==> src/rtl/pncs_pkg.sv <==
// shared constants and controller/datapath interface types for the palette color search
`default_nettype none

package pncs_pkg;

  localparam int PAL_ENTRIES = 256;
  localparam int ADDR_W      = (PAL_ENTRIES > 1) ? $clog2(PAL_ENTRIES) : 1;
  localparam int IDX_W       = 8;
  localparam int COMP_W      = 8;
  localparam int SQ_W        = 2 * COMP_W;
  localparam int DIST_W      = 23;
  localparam int IN_DATA_W   = 32;
  localparam int OUT_DATA_W  = 32;

  localparam logic [ADDR_W-1:0] ADDR_LAST   = ADDR_W'(PAL_ENTRIES - 1);
  localparam logic [IDX_W:0]    ENTRY_LIMIT = (IDX_W + 1)'(PAL_ENTRIES);

  localparam logic [6:0] WEIGHT_RED   = 7'd30;
  localparam logic [6:0] WEIGHT_GREEN = 7'd59;
  localparam logic [6:0] WEIGHT_BLUE  = 7'd11;

  // item kind carried on tuser
  localparam logic FUNC_WRITE = 1'b0;
  localparam logic FUNC_QUERY = 1'b1;

  typedef struct packed {
    logic wr_en;     // store the incoming entry
    logic start;     // latch query color and begin the scan
    logic out_load;  // copy the best match into the output register
  } pncs_cmd_t;

  typedef struct packed {
    logic scan_done; // last entry has passed the compare stage
  } pncs_status_t;

endpackage

`default_nettype wire

==> src/rtl/pncs_ctrl.sv <==
// controller state machine: input/output handshakes and scan sequencing
`default_nettype none

module pncs_ctrl
  import pncs_pkg::*;
(
  input  wire logic         clk,
  input  wire logic         rst_n,
  input  wire logic         in_tvalid,
  output logic              in_tready,
  input  wire logic         in_func,
  output logic              out_tvalid,
  input  wire logic         out_tready,
  output pncs_cmd_t         cmd,
  input  wire pncs_status_t status
);

  typedef enum logic [2:0] {
    ST_IDLE   = 3'b001,
    ST_SCAN   = 3'b010,
    ST_RESULT = 3'b100
  } state_t;

  state_t state_r, state_nxt;
  logic   out_valid_r, out_valid_nxt;
  logic   in_fire;

  assign in_tready  = (state_r == ST_IDLE);
  assign in_fire    = in_tvalid && in_tready;
  assign out_tvalid = out_valid_r;

  always_comb begin
    state_nxt     = state_r;
    out_valid_nxt = out_valid_r;
    cmd           = '0;
    if (out_valid_r && out_tready) begin
      out_valid_nxt = 1'b0;
    end
    unique case (state_r)
      ST_IDLE: begin
        if (in_fire) begin
          if (in_func == FUNC_QUERY) begin
            cmd.start = 1'b1;
            state_nxt = ST_SCAN;
          end else begin
            cmd.wr_en = 1'b1;
          end
        end
      end
      ST_SCAN: begin
        if (status.scan_done) begin
          state_nxt = ST_RESULT;
        end
      end
      ST_RESULT: begin
        // output register free or being emptied this cycle
        if (!out_valid_r || out_tready) begin
          cmd.out_load  = 1'b1;
          out_valid_nxt = 1'b1;
          state_nxt     = ST_IDLE;
        end
      end
      default: begin
        state_nxt = ST_IDLE;
      end
    endcase
  end

  always_ff @(posedge clk) begin
    if (!rst_n) begin
      state_r     <= ST_IDLE;
      out_valid_r <= 1'b0;
    end else begin
      state_r     <= state_nxt;
      out_valid_r <= out_valid_nxt;
    end
  end

endmodule

`default_nettype wire

==> config.mk <==
export PLATFORM = sky130hd
export DESIGN_NAME = pncs_ctrl
export DESIGN_NICKNAME = d
export VERILOG_FILES = /design/src/rtl/pncs_pkg.sv /design/src/rtl/pncs_ctrl.sv
export SDC_FILE = /design/constraint.sdc
export NUM_CORES = 1
export LEC_CHECK = 0
export BUFFER_PORTS_ARGS = -buffer_cell sky130_fd_sc_hd__buf_2
export CORE_AREA = 2 2 39 41
export CTS_BUF_LIST = sky130_fd_sc_hd__clkbuf_2 sky130_fd_sc_hd__clkbuf_4 sky130_fd_sc_hd__clkbuf_8
export CTS_CLUSTER_DIAMETER = 150
export DETAILED_ROUTE_END_ITERATION = 6
export DIE_AREA = 0 0 41 43
export PLACE_DENSITY = 0.4
export SLEW_MARGIN = 10
export SYNTH_ARGS = -nofsm -noshare
export SYNTH_HDL_FRONTEND = slang
export SYNTH_SLANG_ARGS = --single-unit
==> constraint.sdc <==
create_clock -name clk -period 1.2 [get_ports clk]
set_clock_uncertainty 0.1 [all_clocks]
set_input_delay 0.12 -clock clk [delete_from_list [all_inputs] [get_ports clk]]
set_output_delay 0.12 -clock clk [all_outputs]
set_load 0.1 [all_outputs]
==> results of run 1 <==
## layout by cell type (no fill, tap or decap)
cell type and instances:
sky130_fd_sc_hd__nor2b_4 1, sky130_fd_sc_hd__dfxtp_4 1, sky130_fd_sc_hd__nand2b_4 1, sky130_fd_sc_hd__buf_2 5, sky130_fd_sc_hd__nor3b_4 1, sky130_fd_sc_hd__nor2_4 1, sky130_fd_sc_hd__dfxtp_2 3, sky130_fd_sc_hd__buf_12 5
sky130_fd_sc_hd__nor3b_2 2, sky130_fd_sc_hd__a31oi_1 1, sky130_fd_sc_hd__buf_6 3, sky130_fd_sc_hd__a21boi_2 1, sky130_fd_sc_hd__nor3b_1 1, sky130_fd_sc_hd__nand2_2 1, sky130_fd_sc_hd__buf_4 5, sky130_fd_sc_hd__inv_1 1
sky130_fd_sc_hd__o21a_1 1, sky130_fd_sc_hd__and3_4 2, sky130_fd_sc_hd__o31ai_4 1, sky130_fd_sc_hd__nand2_1 1, sky130_fd_sc_hd__a21oi_2 1, sky130_fd_sc_hd__nor2_1 2, sky130_fd_sc_hd__clkbuf_4 4, sky130_fd_sc_hd__and3b_2 1
sky130_fd_sc_hd__nor3_4 2
## cell type report
cell class / instances / area, µm² / area share
clock buffer: 4 / 30.0 / 0.0531
inverter: 1 / 3.75 / 0.00664
multi-input combinational: 21 / 228 / 0.403
sequential: 4 / 87.6 / 0.155
tap: 16 / 20.0 / 0.0354
timing repair buffer: 18 / 196 / 0.347
## worst max-delay path, stage by stage, from the launching register on
cell                      delay (ns)
sky130_fd_sc_hd__dfxtp_2        0.34
sky130_fd_sc_hd__nor3b_4        0.23
sky130_fd_sc_hd__and3_4         0.23
sky130_fd_sc_hd__buf_12         0.17
## flip-flops by register name (all words and copies together) (netlist names)
signal and flops:
state_r 3, out_tvalid 1
## per-stage QoR
stage                     instance area [µm²]  hold WS [ns]  cells
final                                     566       0.00871     64
after global routing                      566        0.0368     64
after CTS                                 504       0.00496     62
after detailed placement                  442         0.261     56
after global placement                    442         0.253     56
after floorplan                           267         0.137     26
## power groups by stage
stage / Sequential (mW) / Clock [mW] / Combinational, mW
after floorplan: 0.181 / 0 / 0.255
after global placement: 0.168 / 0 / 0.434
after detailed placement: 0.170 / 0 / 0.437
after CTS: 0.166 / 0.229 / 0.465
after global routing: 0.168 / 0.232 / 0.547
final: 0.167 / 0.222 / 0.522
## timing repair
| action | in CTS | in global routing |
|---|---|---|
| setup endpoints to repair | 4 | 7 |
| setup buffers | 2 | 2 |
| gates resized for setup | 4 | 9 |
| pin swaps | 4 | 6 |
| hold buffers | 0 | 0 |
## cells by family after synthesis
group           after synthesis  share of synthesized area
flops                         4                      0.354
compound gates                5                      0.166
buf+inv                       1                     0.0166
simple gates                 16                      0.464
## routing by layer
layer	GRT usage	part of all wire
met5	0	0
met4	0.100	0.039
met3	0.0262	0.048
met2	0.181	0.61
met1	0.0968	0.30
## how the worst max path moves through the flow
stage | depth (start not counted) | slack (ns) | endpoint
floorplan | 3 | -1.08 | cmd[2]
CTS | 3 | -0.23 | cmd[1]
global route | 3 | -0.27 | cmd[1]
finish | 3 | -0.23 | cmd[1]
detailed placement | 4 | 0.02 | cmd[2]
global placement | 4 | 0.03 | cmd[2]
==> flow_summary.yaml, run 1 <==
timing:
  final.period_utilization: 1.19
  final_max_slew_viol_count: 0
  achievable-frequency_ghz: 0.698
  unrepaired_setup_endpoints_after_global_routing: "true"
  max-slew-margin-rel: 0.865
  timing.final.hold_violations: 0
  finalCriticalPeriod_ns: 1.43
  totalNegativeSetupSlack_ns: -0.853
  setup_violation_total_in_the_final_timing_report: 6
  finalWorstSetupSlack_ns: -0.233
  worst_slew_pin_slew_ns: 0.202
yosys:
  synth_top_area_cell: "sky130_fd_sc_hd__dfxtp_1"
  yosys.cell_types.count: 16
  synth-seq-cells: 4
  synth_most_common_cell: "sky130_fd_sc_hd__dfxtp_1"
  synth_top_area_frac: 0.354
  netlist_area_um2: 226
  number_of_instances_in_the_synthesized_netlist: 26
  synth-edff-count: 0
  yosysSeqAreaShare: 0.354
  share_of_synthesized_flip_flops_with_an_asynchronous_set_or_reset: 0
  syn_area_per_cell_um2: 8.71
  synth.top_cells.by_count: "sky130_fd_sc_hd__dfxtp_1, sky130_fd_sc_hd__nor2_1, sky130_fd_sc_hd__nor3b_1"
  post_synth_main_area_contributors: "sky130_fd_sc_hd__dfxtp_1, sky130_fd_sc_hd__nor3b_1, sky130_fd_sc_hd__nor3b_4, sky130_fd_sc_hd__and3_1, sky130_fd_sc_hd__a21boi_2"
  postSynthNetCount: 32
  ys_warn_count: 0
  synth_flop_cell: "sky130_fd_sc_hd__dfxtp_1"
drt:
  detail_route.wirelength_um: 800
  routed_via_density: 4.33
  routed-via-count: 277
  ant_nets: 0
  first_iter_violations: 1
  drt_pre_antenna_iters: 2
  route.detailed.drc: 0
  post_drt_wl_per_cell_um: 12.5
die:
  chipHeight_um: 43
  floorplan.die.width_um: 41
  die_area_um2: 1760
  coreArea_um2: 1380
  io_pins: 11
  starting_density_of_the_core: 0.164
  row_count: 14
worst_setup_path:
  worst_r2r_startpoint: "state_r[2]$_SDFFE_PN0P_"
  worst_setup_path_end_kind: "primary output"
  path_class: "flop to primary output"
  critical_path.reg2reg.endpoint: "state_r[2]$_SDFFE_PN0P_"
  cp_data_required_time_ns: 0.98
  timing.critical_path.arrival_ns: 1.21
  max_fo_critical_path: 3
  regToRegSetupSlack_ns: -0.03
  startpoint_type: "flop"
  worstRegToRegCells: 5
  worstSetupStartpoint: "state_r[0]$_SDFFE_PN1P_"
place:
  pre_cts_setup_slack_ns: 0.0166
  io_buffers: 10
  finalWeightedCongestion: 0.718
  place.detailed.hpwl_um: 547
power_and_ir_drop:
  power.share.sequential: 0.183
  p_switching_mw: 0.388
  fin_total_pwr_mw: 0.911
  total_leakage_power_nw: 0.229
  power_frac_comb: 0.573
  power.ir.vdd_worst_v: 0.000814
  areal_power_density_over_the_cells_nw_per_um2: 1610
  intPower_mw: 0.523
  swShare: 0.426
  power.clock.fraction: 0.244
global_routing:
  grt_max_degree: 7
  wire_length_of_the_first_global_routing_pass_um: 1210
  grt_remaining_overflow: 0
  grt_use_total: 0.109
  via_count_of_the_first_global_routing_pass: 309
  antenna_found_initial: 0
outcome:
  violations: "negative setup slack"
  run_status: "finished with violations"
layout:
  n_diodes: 0
  filler_cell_count: 139
  drive_gt1_frac: 0.854
  final_net_count: 55
  utilization: 0.409
  syn_to_final_growth_pct: 150
cts:
  h_tree_level_count: 1
  clock_path_buffers: 2
  cts_buffers: 3
  path_clk_slew_ns: 0.04
  clk_latency_ns: 0.25
  clock_tree_from_tritoncts: "yes"
  clockRootBuffer: "sky130_fd_sc_hd__clkbuf_4"
  numClockSinks: 4
worst_hold_path:
  hold_path_depth: 2
  hold_class: "primary input to flop"
  hold_end: "out_tvalid$_SDFF_PN0_"
  hp-start: "rst_n"
flow_run:
  cap_violations: 0
Note: power is estimated with default switching activity, not from simulation.
==> run 2, diff against run 1 <==
MAX_ROUTING_LAYER = met4   (was not set)
REMOVE_ABC_BUFFERS = 1   (was not set)
==> run 2 against run 1 <==
  * The run still ends with negative setup slack left
  * Worst hold slack improved by 0.016 ns
  * Cell count increased by 1.6%
  * Sequential power about the same
  * Critical path depth increased by 1
  * Global-route usage increased by 1.1 points
  * Sequential share of layout area decreased by 0.92 points
  * Setup slack got worse by 0.038 ns
  * Via count increased by 3.2%
  * Clock-buffer cell count decreased by 1
  * Critical endpoint is now cmd[2]
  * Largest cell class unchanged
  * Largest power group unchanged
==> flow_summary.yaml, run 2 (same netlist as run 1, synthesis figures left out) <==
drt:
  route.detailed.drc: 0
  ant_nets: 0
  drt_pre_antenna_iters: 1
  routed_via_density: 4.40
  first_iter_violations: 0
  detail_route.wirelength_um: 739
  routed-via-count: 286
  post_drt_wl_per_cell_um: 11.4
layout:
  drive_gt1_frac: 0.878
  layout_commonest_cell: "sky130_fd_sc_hd__buf_4"
  multi_input_comb_area_um2: 234
  n_diodes: 0
  final_net_count: 57
  final_cell_mix: "sky130_fd_sc_hd__buf_4, sky130_fd_sc_hd__buf_2, sky130_fd_sc_hd__buf_12"
  design_area_um2: 576
  largest_register_ffs: 3
  filler_cell_count: 135
  syn_to_final_growth_pct: 154
  ff_latch_area_um2: 83.8
  max_flop_register: "state_r"
timing:
  finalWorstSetupSlack_ns: -0.271
  unrepaired_setup_endpoints_after_global_routing: "true"
  totalNegativeSetupSlack_ns: -0.794
  finalCriticalPeriod_ns: 1.47
  final_max_slew_viol_count: 0
  final.period_utilization: 1.23
  setup_violation_total_in_the_final_timing_report: 5
  timing.final.hold_violations: 0
  max-slew-margin-rel: 0.853
  timing.hold.ws_ns: 0.0247
  achievable-frequency_ghz: 0.680
  worst_slew_pin_slew_ns: 0.220
power_and_ir_drop:
  fin_total_pwr_mw: 0.894
  power.ir.vdd_worst_v: 0.000640
  areal_power_density_over_the_cells_nw_per_um2: 1550
  total_leakage_power_nw: 0.231
cts:
  cts_hold_buf: 0
  clk_latency_ns: 0.24
  cts_buffers: 3
  numClockSinks: 4
  h_tree_level_count: 1
  clockRootBuffer: "sky130_fd_sc_hd__clkbuf_4"
  clock_path_buffers: 2
  path_clk_slew_ns: 0.04
  clock_tree_from_tritoncts: "yes"
worst_setup_path:
  path_cells: "nor3b_4 -> nand2_1 -> nor2_2 -> buf_12"
  worst_r2r_startpoint: "state_r[1]$_SDFFE_PN0P_"
  critical_path.reg2reg.endpoint: "state_r[1]$_SDFFE_PN0P_"
  regToRegSetupSlack_ns: -0.01
  timing.critical_path.arrival_ns: 1.25
  worstRegToRegCells: 4
  crit_slowest_cell: "sky130_fd_sc_hd__dfxtp_2"
  max_fo_critical_path: 4
  worst_setup_path_end_kind: "primary output"
  cp_data_required_time_ns: 0.98
  endpoint: "cmd[2]"
  path_class: "flop to primary output"
  worstSetupStartpoint: "state_r[1]$_SDFFE_PN0P_"
  critical-path-max-stage-delay_ns: 0.33
  startpoint_type: "flop"
die:
  starting_density_of_the_core: 0.164
  row_count: 14
  coreArea_um2: 1380
  io_pins: 11
  floorplan.die.width_um: 41
  chipHeight_um: 43
  die_area_um2: 1760
outcome:
  run_status: "finished with violations"
  violations: "negative setup slack"
place:
  place.detailed.hpwl_um: 488
  io_buffers: 10
  dpl_cell_area_um2: 439
  pre_cts_setup_slack_ns: -0.0989
  finalWeightedCongestion: 0.762
global_routing:
  grt_use_total: 0.119
  grtUsageMet1: 0.116
  via_count_of_the_first_global_routing_pass: 313
  gr-usage-met2: 0.184
  grt_remaining_overflow: 0
  antenna_found_initial: 0
  grt_max_degree: 6
  grt_busiest_layer: "met2"
  use_met3: 0.0471
  wire_length_of_the_first_global_routing_pass_um: 1290
worst_hold_path:
  hp-start: "rst_n"
  hold_class: "primary input to flop"
flow_run:
  cap_violations: 0
run 2: worst min-delay path by stage:
stage                     slack [ns]                    end  cells after the start
after detailed placement        0.26  out_tvalid$_SDFF_PN0_                      2
final                           0.02  out_tvalid$_SDFF_PN0_                      2
after floorplan                 0.14  out_tvalid$_SDFF_PN0_                      1
after global routing            0.02  out_tvalid$_SDFF_PN0_                      2
after global placement          0.27  out_tvalid$_SDFF_PN0_                      2
after CTS                      0.009  out_tvalid$_SDFF_PN0_                      2
run 2: power by group:
part / switching, mW / internal, mW
Sequential: 0.0149 / 0.153
Clock: 0.0555 / 0.112
Combinational: 0.311 / 0.248
run 2: final cells by class:
class	count	area share
well taps	16	0.0348
repair buffers	20	0.367
inverters	1	0.00652
clock buffers	3	0.0391
flip-flops and latches	4	0.146
multi-input cells	21	0.407
run 2: per-stage QoR:
step / std cells / utilization
after floorplan: 26 / -
after global placement: 61 / 0.317
after detailed placement: 61 / 0.317
after CTS: 65 / 0.366
after global routing: 65 / 0.416
final: 65 / 0.416
run 2: worst max-delay path, delay by kind of cell, from the launching register on:
family,cells,cell delay [ns]
and+or+nand+nor,3,0.51
buffers and inverters,1,0.19
DFF,1,0.33
run 2: repair_timing:
action / CTS / global route
endpoints found under the setup margin: 4 / 7
resized for setup: 11 / 15
gates cloned: 0 / 0
buffers inserted: 2 / 2
pin swaps: 1 / 9
run 2: layer usage:
layer | share of wire | up-vias | wire length [µm]
li1 | - | 143 | -
met1 | 0.38 | 130 | 279
met2 | 0.54 | 11 | 401
met3 | 0.053 | 2 | 39
met4 | 0.024 | 0 | 18
met5 | 0 | - | 0
==> run 3, diff against run 2 <==
ABC_AREA = 1   (was not set)
PLACE_DENSITY = 0.41   (was 0.4)
==> run 3 against run 2 <==
  * The flow still finishes with violations (negative setup slack)
  * Clock-buffer cell count is the same
  * Synthesized area up 7.7%
  * Cell count is 11% higher
  * Critical path type unchanged
  * Critical endpoint unchanged
  * Largest cell class is now buffers
  * Highest routed layer unchanged
==> flow_summary.yaml, run 3 <==
outcome:
  run_status: "finished with violations"
  violations: "negative setup slack"
worst_setup_path:
  critical_path.reg2reg.endpoint: "state_r[0]$_SDFFE_PN1P_"
  path_cells: "nor2_4 -> nand2_2 -> inv_2 -> nand2_2 -> nor2_4 -> buf_12"
  timing.critical_path.arrival_ns: 1.15
  path_class: "flop to primary output"
  worst_setup_path_end_kind: "primary output"
  regToRegSetupSlack_ns: 0.06
  crit_slowest_cell: "sky130_fd_sc_hd__dfxtp_2"
  worst_r2r_startpoint: "state_r[0]$_SDFFE_PN1P_"
  max_fo_critical_path: 3
  startpoint_type: "flop"
  worstRegToRegCells: 6
  critical-path-max-stage-delay_ns: 0.35
  cp_data_required_time_ns: 0.98
die:
  starting_density_of_the_core: 0.176
  coreArea_um2: 1380
  die_area_um2: 1760
  io_pins: 11
  row_count: 14
  chipHeight_um: 43
  floorplan.die.width_um: 41
timing:
  unrepaired_setup_endpoints_after_global_routing: "true"
  timing.final.hold_violations: 0
  max-slew-margin-rel: 0.857
  setup_violation_total_in_the_final_timing_report: 4
  final.period_utilization: 1.14
  worst_slew_pin_slew_ns: 0.213
  finalCriticalPeriod_ns: 1.37
  finalWorstSetupSlack_ns: -0.170
  achievable-frequency_ghz: 0.730
  final_max_slew_viol_count: 0
  totalNegativeSetupSlack_ns: -0.558
place:
  place.detailed.hpwl_um: 450
  io_buffers: 10
  finalWeightedCongestion: 0.681
  pre_cts_setup_slack_ns: -0.0245
yosys:
  synth.top_cells.by_count: "sky130_fd_sc_hd__inv_1, sky130_fd_sc_hd__nand2_1, sky130_fd_sc_hd__nor2_1, sky130_fd_sc_hd__dfxtp_1"
  netlist_area_um2: 244
  share_of_synthesized_flip_flops_with_an_asynchronous_set_or_reset: 0
  syn_area_per_cell_um2: 6.97
  synth-seq-cells: 4
  synth-edff-count: 0
  number_of_instances_in_the_synthesized_netlist: 35
  synth_flop_cell: "sky130_fd_sc_hd__dfxtp_1"
  yosys.cell_types.count: 15
  yosysSeqAreaShare: 0.328
  synth_top_area_cell: "sky130_fd_sc_hd__dfxtp_1"
  ys_warn_count: 0
  synth_top_area_frac: 0.328
  post_synth_main_area_contributors: "sky130_fd_sc_hd__dfxtp_1, sky130_fd_sc_hd__inv_1, sky130_fd_sc_hd__nand2_1, sky130_fd_sc_hd__nand3_2, sky130_fd_sc_hd__nor2_1"
global_routing:
  grtUsageMet1: 0.0801
  grt_max_degree: 6
  grt_use_total: 0.0843
  antenna_found_initial: 0
  use_met3: 0.0628
  grt_remaining_overflow: 0
  gr-usage-met2: 0.113
  via_count_of_the_first_global_routing_pass: 224
  wire_length_of_the_first_global_routing_pass_um: 876
  grt_busiest_layer: "met2"
worst_hold_path:
  hp-start: "rst_n"
  hold_path_depth: 3
  hold_end: "state_r[0]$_SDFFE_PN1P_"
  hold_class: "primary input to flop"
cts:
  clockRootBuffer: "sky130_fd_sc_hd__clkbuf_4"
  clock_path_buffers: 2
  numClockSinks: 4
  path_clk_slew_ns: 0.04
  clk_latency_ns: 0.24
  clock_tree_from_tritoncts: "yes"
  h_tree_level_count: 1
  cts_buffers: 3
layout:
  layout_commonest_cell: "sky130_fd_sc_hd__buf_4"
  max_flop_register: "state_r"
  syn_to_final_growth_pct: 118
  largest_register_ffs: 3
  final_cell_mix: "sky130_fd_sc_hd__buf_4, sky130_fd_sc_hd__nor2_4, sky130_fd_sc_hd__inv_1, sky130_fd_sc_hd__buf_2, sky130_fd_sc_hd__buf_12"
  drive_gt1_frac: 0.732
  final_net_count: 64
  n_diodes: 0
drt:
  detail_route.wirelength_um: 669
  drt_pre_antenna_iters: 3
  ant_nets: 0
  first_iter_violations: 3
  routed-via-count: 283
  routed_via_density: 3.93
  route.detailed.drc: 0
  post_drt_wl_per_cell_um: 9.29
power_and_ir_drop:
  areal_power_density_over_the_cells_nw_per_um2: 1010
  total_leakage_power_nw: 0.264
  power.ir.vdd_worst_v: 0.000347
flow_run:
  cap_violations: 0
==> run 3: cell types whose count changed after synthesis, moves of 2 or more <==
| cell | delta |
|---|---|
| sky130_fd_sc_hd__nor2_1 | +2 |
| sky130_fd_sc_hd__and3_1 | -2 |
| sky130_fd_sc_hd__nor3_1 | -2 |
| sky130_fd_sc_hd__nand2_1 | +4 |
| sky130_fd_sc_hd__nand3_2 | +2 |
| sky130_fd_sc_hd__nor3b_1 | -3 |
| sky130_fd_sc_hd__nand3_1 | +2 |
| sky130_fd_sc_hd__nor2_2 | +2 |
| sky130_fd_sc_hd__inv_1 | +5 |
==> run 3: cell type report <==
type,count,area (µm²)
inverter,7,26.3
tap,16,20.0
multi-input combinational,24,185
fill,141,851
timing repair buffer,18,193
sequential,4,86.3
clock buffer,3,22.5
==> run 3: stage by stage <==
step | area, µm² | hold WS [ns] | std cells | power, mW | util
finish | 533 | 0.0534 | 72 | 0.539 | 0.385
global placement | 427 | 0.296 | 66 | 0.335 | 0.308
detailed placement | 427 | 0.292 | 66 | 0.335 | 0.308
CTS | 498 | 0.0477 | 73 | 0.532 | 0.360
global route | 533 | 0.0527 | 72 | 0.575 | 0.385
floorplan | 244 | 0.176 | 35 | 0.260 | -
==> run 3: timing repair <==
item	CTS	global route
setup endpoints to repair	4	6
buffers inserted	4	1
hold buffers	0	0
gates resized for setup	9	11
pin swaps	5	5
gates cloned	0	0
==> run 3: routing by layer <==
metal / up-vias / wire length, µm
met2: 9 / 335
met5: - / 0
met4: 0 / 12
met3: 2 / 42
met1: 121 / 279
li1: 151 / -
==> run 3: worst max path at each step <==
stage / slack (ns) / startpoint / to
global placement: -0.02 / state_r[1]$_SDFFE_PN0P_ / cmd[2]
finish: -0.17 / state_r[1]$_SDFFE_PN0P_ / cmd[2]
global route: -0.26 / state_r[2]$_SDFFE_PN0P_ / cmd[2]
floorplan: -1.25 / state_r[1]$_SDFFE_PN0P_ / cmd[2]
detailed placement: -0.02 / state_r[1]$_SDFFE_PN0P_ / cmd[2]
CTS: -0.21 / state_r[2]$_SDFFE_PN0P_ / cmd[2]
==> run 3: report_power, final <==
group / internal, mW / switching [mW]
Combinational: 0.0865 / 0.127
Sequential: 0.140 / 0.0114
Clock: 0.112 / 0.0620
Total: 0.339 / 0.200
==> run 3: worst max-delay path: cells and delay by family (launching register included) <==
family | cells | cell delay [ns]
flip-flops | 1 | 0.35
AND/OR/NAND/NOR | 4 | 0.31
buffers and inverters | 2 | 0.26
==> run 3: logic make-up (layout without fill, tap and decap cells) <==
logic type | after synthesis | count (layout) | synth area share
buffers and inverters | 7 | 28 | 0.108
flip-flops | 4 | 4 | 0.328
AO/OA/AOI/OAI | 5 | 5 | 0.149
AND/OR/NAND/NOR | 19 | 19 | 0.415
